[src/sv/gregorian_date_add_days_defines.svh]
// assertion macros shared by the date-add rtl
// no dependencies; included by files that carry concurrent checks
`ifndef GREGORIAN_DATE_ADD_DAYS_DEFINES_SVH
`define GREGORIAN_DATE_ADD_DAYS_DEFINES_SVH

// same-cycle implication check
`define GDAD_ASSERT_NOW(lbl, ck, rs, ante, cons, msg) \
  lbl: assert property (@(posedge ck) disable iff (rs) (ante) |-> (cons)) else $error(msg);

// next-cycle implication check
`define GDAD_ASSERT_NEXT(lbl, ck, rs, ante, cons, msg) \
  lbl: assert property (@(posedge ck) disable iff (rs) (ante) |=> (cons)) else $error(msg);

`endif

[src/sv/gdad_pkg.sv]
// shared types, constants and calendar functions for the date-add block
// no dependencies
`timescale 1ns / 1ps
`default_nettype none

package gdad_pkg;

  localparam int YEAR_W  = 14;
  localparam int MONTH_W = 4;
  localparam int DAY_W   = 5;
  localparam int ADD_W   = 15;
  localparam int REM_W   = 16;   // day + add + days before month, max 33133
  localparam int CUM_W   = 9;

  localparam int IN_TDATA_W  = 40;
  localparam int OUT_TDATA_W = 24;

  // multiplicative inverse of 25 modulo 2^14, divisibility test by 25
  localparam logic [YEAR_W-1:0] INV25       = 14'd7209;
  localparam logic [YEAR_W-1:0] DIV25_LIMIT = 14'd655;

  localparam logic [MONTH_W-1:0] JAN = 4'd1;
  localparam logic [MONTH_W-1:0] FEB = 4'd2;
  localparam logic [MONTH_W-1:0] DEC = 4'd12;

  localparam logic [DAY_W-1:0] FEB_LEAP_LEN = 5'd29;
  localparam logic [DAY_W-1:0] FEB_LEN      = 5'd28;

  // month lengths, index 0 is january; index by month - 1
  localparam logic [DAY_W-1:0] MONTH_LEN [12] = '{
    5'd31, 5'd28, 5'd31, 5'd30, 5'd31, 5'd30,
    5'd31, 5'd31, 5'd30, 5'd31, 5'd30, 5'd31
  };

  // days before the first of a month in a common year, indexed by month
  localparam logic [CUM_W-1:0] CUM_DAYS [16] = '{
    9'd0, 9'd0, 9'd31, 9'd59, 9'd90, 9'd120, 9'd151, 9'd181,
    9'd212, 9'd243, 9'd273, 9'd304, 9'd334, 9'd0, 9'd0, 9'd0
  };

  typedef enum logic {
    BK_IDLE,
    BK_WALK
  } bk_state_t;

  typedef struct packed {
    logic [YEAR_W-1:0]  year;
    logic [MONTH_W-1:0] month;
    logic [DAY_W-1:0]   day;
    logic [REM_W-1:0]   rem;
    logic               leap;
    logic               bad;
  } item_t;

  // leap when 4 | y and not 25 | y, or when 16 | y and 25 | y
  function automatic logic is_leap(input logic [YEAR_W-1:0] y);
    logic [2*YEAR_W-1:0] prod;
    logic                div25;
    prod  = (2*YEAR_W)'(y) * (2*YEAR_W)'(INV25);
    div25 = (prod[YEAR_W-1:0] <= DIV25_LIMIT);
    return ((y[1:0] == 2'd0) && !div25) || ((y[3:0] == 4'd0) && div25);
  endfunction

  // zero for a month code outside 1..12
  function automatic logic [DAY_W-1:0] month_len(input logic [MONTH_W-1:0] m,
                                                 input logic leap);
    logic [DAY_W-1:0] len;
    len = '0;
    if (m == FEB) begin
      len = leap ? FEB_LEAP_LEN : FEB_LEN;
    end else if ((m >= JAN) && (m <= DEC)) begin
      len = MONTH_LEN[m - JAN];
    end
    return len;
  endfunction

endpackage

`default_nettype wire

[src/sv/gdad_front.sv]
// front part: takes a request, checks the start date and forms the day count
// from the first of january; uses gdad_pkg
`timescale 1ns / 1ps
`default_nettype none

module gdad_front (
  input  wire logic                               clk,
  input  wire logic                               rst,
  input  wire logic                               s_tvalid,
  output      logic                               s_tready,
  input  wire logic [gdad_pkg::IN_TDATA_W-1:0]    s_tdata,
  output      logic                               push_valid,
  input  wire logic                               push_ready,
  output      gdad_pkg::item_t                    push_item
);

  logic                             fr_valid;
  logic [gdad_pkg::YEAR_W-1:0]      fr_year;
  logic [gdad_pkg::MONTH_W-1:0]     fr_month;
  logic [gdad_pkg::DAY_W-1:0]       fr_day;
  logic [gdad_pkg::ADD_W-1:0]       fr_add;

  logic                             leap;
  logic [gdad_pkg::DAY_W-1:0]       len;
  logic                             feb_extra;

  assign s_tready   = !fr_valid || push_ready;
  assign push_valid = fr_valid;

  always_ff @(posedge clk) begin
    if (rst) begin
      fr_valid <= 1'b0;
    end else if (s_tready) begin
      fr_valid <= s_tvalid;
    end
  end

  always_ff @(posedge clk) begin
    if (s_tvalid && s_tready) begin
      fr_year  <= s_tdata[13:0];
      fr_month <= s_tdata[17:14];
      fr_day   <= s_tdata[22:18];
      fr_add   <= s_tdata[37:23];
    end
  end

  always_comb begin
    leap      = gdad_pkg::is_leap(fr_year);
    len       = gdad_pkg::month_len(fr_month, leap);
    feb_extra = leap && (fr_month > gdad_pkg::FEB);

    push_item.year  = fr_year;
    push_item.month = fr_month;
    push_item.day   = fr_day;
    push_item.leap  = leap;
    push_item.bad   = (len == '0) || (fr_day == '0) || (fr_day > len);
    push_item.rem   = gdad_pkg::REM_W'(fr_day) + gdad_pkg::REM_W'(fr_add)
                    + gdad_pkg::REM_W'(gdad_pkg::CUM_DAYS[fr_month])
                    + gdad_pkg::REM_W'(feb_extra);
  end

endmodule

`default_nettype wire

[src/sv/gdad_queue.sv]
// short queue between front and back parts
// uses gdad_pkg for the entry type
`timescale 1ns / 1ps
`default_nettype none
`include "gregorian_date_add_days_defines.svh"

module gdad_queue #(
  parameter int DEPTH = 2
) (
  input  wire logic             clk,
  input  wire logic             rst,
  input  wire logic             push_valid,
  output      logic             push_ready,
  input  wire gdad_pkg::item_t  push_item,
  output      logic             pop_valid,
  input  wire logic             pop_ready,
  output      gdad_pkg::item_t  pop_item
);

  localparam int AW = $clog2(DEPTH);
  localparam int CW = $clog2(DEPTH + 1);
  localparam logic [AW-1:0] LAST = AW'(DEPTH - 1);

  gdad_pkg::item_t  entries [DEPTH];
  logic [AW-1:0]    wr_ptr;
  logic [AW-1:0]    rd_ptr;
  logic [CW-1:0]    count;
  logic             push;
  logic             pop;

  assign push_ready = (count != CW'(DEPTH));
  assign pop_valid  = (count != '0);
  assign push       = push_valid && push_ready;
  assign pop        = pop_valid && pop_ready;
  assign pop_item   = entries[rd_ptr];

  always_ff @(posedge clk) begin
    if (push) begin
      entries[wr_ptr] <= push_item;
    end
  end

  always_ff @(posedge clk) begin
    if (rst) begin
      wr_ptr <= '0;
      rd_ptr <= '0;
      count  <= '0;
    end else begin
      if (push) begin
        wr_ptr <= (wr_ptr == LAST) ? '0 : wr_ptr + AW'(1);
      end
      if (pop) begin
        rd_ptr <= (rd_ptr == LAST) ? '0 : rd_ptr + AW'(1);
      end
      if (push && !pop) begin
        count <= count + CW'(1);
      end else if (pop && !push) begin
        count <= count - CW'(1);
      end
    end
  end

  `GDAD_ASSERT_NEXT(a_queue_fill, clk, rst, push && !pop, count == $past(count) + CW'(1), "queue count did not grow on push")

endmodule

`default_nettype wire

[src/sv/gdad_back.sv]
// back part: walks month by month from january and holds the result
// uses gdad_pkg and the assertion macros
`timescale 1ns / 1ps
`default_nettype none
`include "gregorian_date_add_days_defines.svh"

module gdad_back (
  input  wire logic                              clk,
  input  wire logic                              rst,
  input  wire logic                              pop_valid,
  output      logic                              pop_ready,
  input  wire gdad_pkg::item_t                   pop_item,
  output      logic                              m_tvalid,
  input  wire logic                              m_tready,
  output      logic [gdad_pkg::OUT_TDATA_W-1:0]  m_tdata,
  output      logic                              m_tuser
);

  gdad_pkg::bk_state_t            state;
  gdad_pkg::bk_state_t            state_next;

  logic [gdad_pkg::YEAR_W-1:0]    year;
  logic [gdad_pkg::MONTH_W-1:0]   month;
  logic [gdad_pkg::REM_W-1:0]     rem;
  logic                           leap;

  logic [gdad_pkg::YEAR_W-1:0]    out_year;
  logic [gdad_pkg::MONTH_W-1:0]   out_month;
  logic [gdad_pkg::DAY_W-1:0]     out_day;
  logic                           out_bad;

  logic [gdad_pkg::DAY_W-1:0]     len;
  logic                           out_free;
  logic                           step;
  logic                           load;
  logic                           emit_bad;
  logic                           emit_walk;

  assign out_free = !m_tvalid || m_tready;
  assign len      = gdad_pkg::month_len(month, leap);
  assign m_tdata  = {1'b0, out_day, out_month, out_year};
  assign m_tuser  = out_bad;

  always_comb begin
    state_next = state;
    unique case (state)
      gdad_pkg::BK_IDLE: begin
        if (pop_valid && !pop_item.bad) begin
          state_next = gdad_pkg::BK_WALK;
        end
      end
      gdad_pkg::BK_WALK: begin
        if ((rem <= gdad_pkg::REM_W'(len)) && out_free) begin
          state_next = gdad_pkg::BK_IDLE;
        end
      end
      default: state_next = gdad_pkg::BK_IDLE;
    endcase
  end

  always_comb begin
    pop_ready = 1'b0;
    load      = 1'b0;
    emit_bad  = 1'b0;
    step      = 1'b0;
    emit_walk = 1'b0;
    unique case (state)
      gdad_pkg::BK_IDLE: begin
        pop_ready = pop_item.bad ? out_free : 1'b1;
        load      = pop_valid && !pop_item.bad;
        emit_bad  = pop_valid && pop_item.bad && out_free;
      end
      gdad_pkg::BK_WALK: begin
        step      = (rem > gdad_pkg::REM_W'(len));
        emit_walk = !step && out_free;
      end
      default: begin
        pop_ready = 1'b0;
      end
    endcase
  end

  always_ff @(posedge clk) begin
    if (rst) begin
      state <= gdad_pkg::BK_IDLE;
    end else begin
      state <= state_next;
    end
  end

  // walk registers
  always_ff @(posedge clk) begin
    if (load) begin
      year  <= pop_item.year;
      month <= gdad_pkg::JAN;
      rem   <= pop_item.rem;
      leap  <= pop_item.leap;
    end else if (step) begin
      rem <= rem - gdad_pkg::REM_W'(len);
      if (month == gdad_pkg::DEC) begin
        month <= gdad_pkg::JAN;
        year  <= year + gdad_pkg::YEAR_W'(1);
      end else begin
        month <= month + gdad_pkg::MONTH_W'(1);
      end
      // january never needs the flag, so refresh it there for february
      if (month == gdad_pkg::JAN) begin
        leap <= gdad_pkg::is_leap(year);
      end
    end
  end

  always_ff @(posedge clk) begin
    if (rst) begin
      m_tvalid <= 1'b0;
    end else if (emit_bad || emit_walk) begin
      m_tvalid <= 1'b1;
    end else if (m_tready) begin
      m_tvalid <= 1'b0;
    end
  end

  always_ff @(posedge clk) begin
    if (emit_bad) begin
      out_year  <= pop_item.year;
      out_month <= pop_item.month;
      out_day   <= pop_item.day;
      out_bad   <= 1'b1;
    end else if (emit_walk) begin
      out_year  <= year;
      out_month <= month;
      out_day   <= rem[gdad_pkg::DAY_W-1:0];
      out_bad   <= 1'b0;
    end
  end

  `GDAD_ASSERT_NOW(a_walk_month, clk, rst, state == gdad_pkg::BK_WALK, (month >= gdad_pkg::JAN) && (month <= gdad_pkg::DEC), "month out of range during walk")
  `GDAD_ASSERT_NEXT(a_walk_shrinks, clk, rst, step, rem < $past(rem), "remaining days did not shrink")
  `GDAD_ASSERT_NOW(a_day_range, clk, rst, emit_walk, (rem >= gdad_pkg::REM_W'(1)) && (rem <= gdad_pkg::REM_W'(len)), "result day outside month")

endmodule

`default_nettype wire

[src/sv/gregorian_date_add_days.sv]
// top level of the gregorian date-add block: front, queue and back part
// depends on gdad_pkg, gdad_front, gdad_queue, gdad_back
//
// channel  dir  width  contents (lowest bit first)
// s_*      in   40     start_year[13:0], start_month[17:14], start_day[22:18],
//                      days_to_add[37:23], zero fill
// m_*      out  24+1   tdata: end_year[13:0], end_month[17:14], end_day[22:18],
//                      zero fill; tuser: bad_input
//
// a request is held in the front register, then waits in the queue
// the back part walks one month per cycle from january of the start year
// an invalid start date passes the back part without a month walk
// rst is synchronous; it empties the front register, queue and output slot
// the front keeps taking requests while the back walks, until the queue fills
`timescale 1ns / 1ps
`default_nettype none

module gregorian_date_add_days #(
  parameter int QUEUE_DEPTH = 2
) (
  input  wire logic                              clk,
  input  wire logic                              rst,
  input  wire logic                              s_tvalid,
  output      logic                              s_tready,
  // start_year, start_month, start_day, days_to_add
  input  wire logic [gdad_pkg::IN_TDATA_W-1:0]   s_tdata,
  output      logic                              m_tvalid,
  input  wire logic                              m_tready,
  // end_year, end_month, end_day
  output      logic [gdad_pkg::OUT_TDATA_W-1:0]  m_tdata,
  // bad_input
  output      logic                              m_tuser
);

  // front to queue
  logic             push_valid;
  logic             push_ready;
  gdad_pkg::item_t  push_item;

  // queue to back
  logic             pop_valid;
  logic             pop_ready;
  gdad_pkg::item_t  pop_item;

  // validation and day-of-year sum
  gdad_front u_front (
    .clk        (clk),
    .rst        (rst),
    .s_tvalid   (s_tvalid),
    .s_tready   (s_tready),
    .s_tdata    (s_tdata),
    .push_valid (push_valid),
    .push_ready (push_ready),
    .push_item  (push_item)
  );

  // decouples the front from the long month walk
  gdad_queue #(
    .DEPTH (QUEUE_DEPTH)
  ) u_queue (
    .clk        (clk),
    .rst        (rst),
    .push_valid (push_valid),
    .push_ready (push_ready),
    .push_item  (push_item),
    .pop_valid  (pop_valid),
    .pop_ready  (pop_ready),
    .pop_item   (pop_item)
  );

  // month walk and output register
  gdad_back u_back (
    .clk       (clk),
    .rst       (rst),
    .pop_valid (pop_valid),
    .pop_ready (pop_ready),
    .pop_item  (pop_item),
    .m_tvalid  (m_tvalid),
    .m_tready  (m_tready),
    .m_tdata   (m_tdata),
    .m_tuser   (m_tuser)
  );

endmodule

`default_nettype wire

[config.mk]
export PLATFORM = sky130hd
export DESIGN_NAME = gregorian_date_add_days
export DESIGN_NICKNAME = d
export VERILOG_FILES = /design/src/sv/gdad_pkg.sv /design/src/sv/gdad_front.sv /design/src/sv/gdad_queue.sv /design/src/sv/gdad_back.sv /design/src/sv/gregorian_date_add_days.sv
export VERILOG_INCLUDE_DIRS = /design/src /design/src/sv
export SDC_FILE = /design/constraint.sdc
export NUM_CORES = 1
export LEC_CHECK = 0
export ABC_AREA = 1
export BUFFER_PORTS_ARGS = -buffer_cell sky130_fd_sc_hd__buf_2
export CORE_ASPECT_RATIO = 1.1
export CORE_MARGIN = 5
export CORE_UTILIZATION = 30
export DETAILED_ROUTE_END_ITERATION = 10
export PLACE_DENSITY = 0.45
export REMOVE_ABC_BUFFERS = 1
export SYNTH_ARGS = -nofsm -noshare
export SYNTH_HDL_FRONTEND = slang
export SYNTH_SLANG_ARGS = --single-unit
export TNS_END_PERCENT = 100
[constraint.sdc]
create_clock -name clk -period 9.87 [get_ports clk]
set_clock_uncertainty 0.15 [all_clocks]
set_input_delay 2.4675 -clock clk [delete_from_list [all_inputs] [get_ports clk]]
set_output_delay 2.4675 -clock clk [all_outputs]
set_load 0.05 [all_outputs]
==> out/results.txt <==
Status -> completed
Slew Limit Headroom -> 0.281
Clock sink count -> 187
Port Buf Inserts -> 67
CTS tree -> yes
Vias in the first global route -> 7923
Mapped cell area -> 11600 um2
Die H -> 216 um
DRT iter0 DRCs -> 309
Yosys warning total -> 0
Max incr delay on CP -> 0.63 ns
Max-cap violations -> 0
Initial antenna violation count -> 0
Data arrival, critical path -> 6.30 ns
Ys flop type -> edfxtp_1
Leakage dissipation -> 5.86 nW
Crit path required time -> 10.00 ns
Final worst slack -> 3.69 ns
Fin nets -> 1459
Core ar. -> 38200 um2
Vias per inst -> 4.36
Post-route minimum period -> 6.18 ns
Layout cell share with drive strength beyond 1 -> 0.108
Crit-path max FO -> 9
Final hold vios -> 0
FFs w/ async S/R, synth -> 0
Initial Util -> 0.304
Setup-failing EPs final -> 0
Tcrit/Tclk final -> 0.626
Syn avg cell area -> 9.67 um2
PnR Total Power -> 3.83 mW
Antenna diodes -> 0
Post-synth EDFFs -> 174
CTS resizes -> 0
Hold_sp -> u_back.m_tuser
Setup TNS -> 0 ns
Routed length per instance -> 13.9 um
Dpl ws -> 3.63 ns
Cells after Synth -> 1201
Full die area -> 42700 um2
Largest net degree at the start of global routing -> 48
VDD IR max -> 120 uV
FF-to-FF Start -> u_front.fr_year[1]
Die X -> 198 um
First-pass GRT wire length -> 41200 um
Cts bufs inserted -> 17
Worst Setup SP -> u_front.fr_year[1]
Sequential area share after synthesis -> 0.472
PD cells -> 293 nW/um2
Worst setup path class -> register to register
Final WL -> 24800 um
GRT Residual Overflow -> 0
TritonRoute pass-1 iters -> 4
I/O pins -> 71
CP startpoint kind -> register
Most used cell, CP -> fa_1
HP Class -> register to register
Clk slew on worst S/H paths -> 0.07 ns
GP Congestion -> 0.792
Syn-to-layout area delta -> 12.7%
F_max -> 162 MHz
CTS Buffer Depth -> 2
DRC Markers -> 0
Worst hold margin -> 0.329 ns
Antenna Nets Post-Route -> 0
Unrepaired setup endpoints after global routing -> no
Critical path's slowest cell -> edfxtp_1
Synth Register Bits -> 187
Latest clock arrival within the worst-skew pair -> 0.44 ns
GR Util All Layers -> 0.121
CTS root buffer -> clkbuf_16
Crit path capture type -> register
Postcts setup bufs -> 0
Pins Over Slew Limit -> 0
DR vias -> 7767
Fin util -> 0.343
Yosys cell types -> 50
Hold_buf cts -> 0
Htree depth -> 4
Post-DP HPWL -> 18400 um
Num rows -> 75
Worst-Margin Slew -> 1.08 ns
synthesized netlist by cell type (2+ instances only):
library cell,n,area (um2)
buf_2,6,30.0
a21oi_2,2,17.5
clkbuf_1,13,48.8
ha_1,118,1480
nand3b_1,2,15.0
and3_1,2,12.5
o21ai_1,5,25.0
fa_1,29,581
inv_1,185,694
nor3_1,5,25.0
o31ai_1,5,37.5
nand3_1,47,235
o211ai_1,6,45.0
nand4_1,13,81.3
a21oi_1,37,185
buf_4,4,30.0
nor2_2,5,31.3
edfxtp_1,174,5230
a21o_1,6,45.0
xor2_1,29,254
dfxtp_1,13,260
nor2_1,80,300
or2_2,7,43.8
o22ai_1,2,12.5
o21ai_0,43,215
buf_6,2,22.5
nand2_4,4,45.0
xnor2_1,16,140
nand2_1,293,1100
inv_2,7,26.3
o21bai_1,2,15.0
nor4_1,2,12.5
a31oi_1,20,125
cells by family after synthesis:
group | Yosys count | share of synthesized area
xor gates and xnor gates | 45 | 0.0339
AOI/OAI and AO/OA | 135 | 0.0682
muxes | 1 | 0.00194
and+or+nand+nor | 468 | 0.173
other | 1 | 0.000323
DFF | 187 | 0.472
buffers and inverters | 217 | 0.0734
adders and majority gates | 147 | 0.177
sequential cells by signal (all words and copies together), names as in the netlist, named ones only:
| signal | cells |
|---|---|
| u_back.month | 4 |
| u_queue.wr_ptr | 1 |
| u_back.out_day | 5 |
| u_back.m_tvalid | 1 |
| u_back.out_month | 4 |
| u_back.m_tuser | 1 |
| u_front.fr_day | 5 |
| u_queue.rd_ptr | 1 |
| u_back.year | 14 |
| u_front.push_valid | 1 |
| u_queue.count | 2 |
| u_front.fr_year | 14 |
| u_back.out_year | 14 |
| u_queue.entries | 82 |
| u_back.leap | 1 |
| u_back.state | 1 |
| u_front.fr_add | 15 |
| u_back.rem | 16 |
| u_front.fr_month | 4 |
worst paths after layout:
| check | end | slack (ns) | cells past startpoint |
|---|---|---|---|
| worst max-delay path | u_queue.entries[1][16] | 3.69 | 25 |
| worst min-delay path | u_back.m_tuser | 0.33 | 2 |
| worst max register to register | u_queue.entries[1][16] | 3.69 | 25 |
| worst min register to register | u_back.m_tuser | 0.33 | 2 |
placed cells by master, fill, tap and decap left out, drive strengths merged, types with 3 or more instances in the layout:
| cell | netlist | layout |
|---|---|---|
| nand2 | 298 | 298 |
| a21o | 6 | 6 |
| fa | 29 | 29 |
| o21ai | 49 | 49 |
| o211ai | 6 | 6 |
| xnor2 | 16 | 16 |
| clkinv | 0 | 8 |
| inv | 192 | 191 |
| clkbuf | 13 | 18 |
| clkinvlp | 0 | 4 |
| or2 | 8 | 8 |
| bufinv | 0 | 3 |
| o31ai | 5 | 5 |
| xor2 | 29 | 29 |
| nand3 | 49 | 49 |
| nor3 | 6 | 6 |
| nor2 | 87 | 87 |
| buf | 12 | 73 |
| nor4 | 3 | 3 |
| nand4 | 13 | 13 |
| edfxtp | 174 | 174 |
| dfxtp | 13 | 13 |
| a31oi | 21 | 21 |
| ha | 118 | 118 |
| a21oi | 39 | 39 |
worst max-delay path, delay by kind of cell (launching register included):
family,cells,cell delay [ns]
adders and majority gates,9,3.45
and+or+nand+nor,8,0.81
DFF,1,0.63
buffers and inverters,4,0.30
AOI/OAI and AO/OA,3,0.47
xor gates and xnor gates,1,0.19
metrics by stage:
step	area, um2	cells
final	13100	1781
after global placement	12500	1749
after CTS	13100	1781
after detailed placement	12500	1749
after global routing	13100	1781
after floorplan	11500	1176
area by class of cell:
cell class,instances,area [um2]
tap,500,626
fill,3895,25100
clock inverter,14,154
clock buffer,18,429
inverter,192,721
timing repair buffer,73,380
sequential,187,5490
multi-input combinational,797,5290
where the power goes:
part,switching (mW),total [mW],internal (mW)
Clock,0.297,0.690,0.394
Sequential,0.113,1.24,1.12
Combinational,1.24,1.91,0.665
metal layers:
layer | global-route usage | up-vias | routed length, um
li1 | - | 4111 | -
met1 | 0.166 | 3558 | 12400
met2 | 0.197 | 76 | 11300
met3 | 0.0189 | 22 | 613
met4 | 0.0397 | 0 | 368
met5 | 0 | - | 0
(Power assumes the default switching activity.)
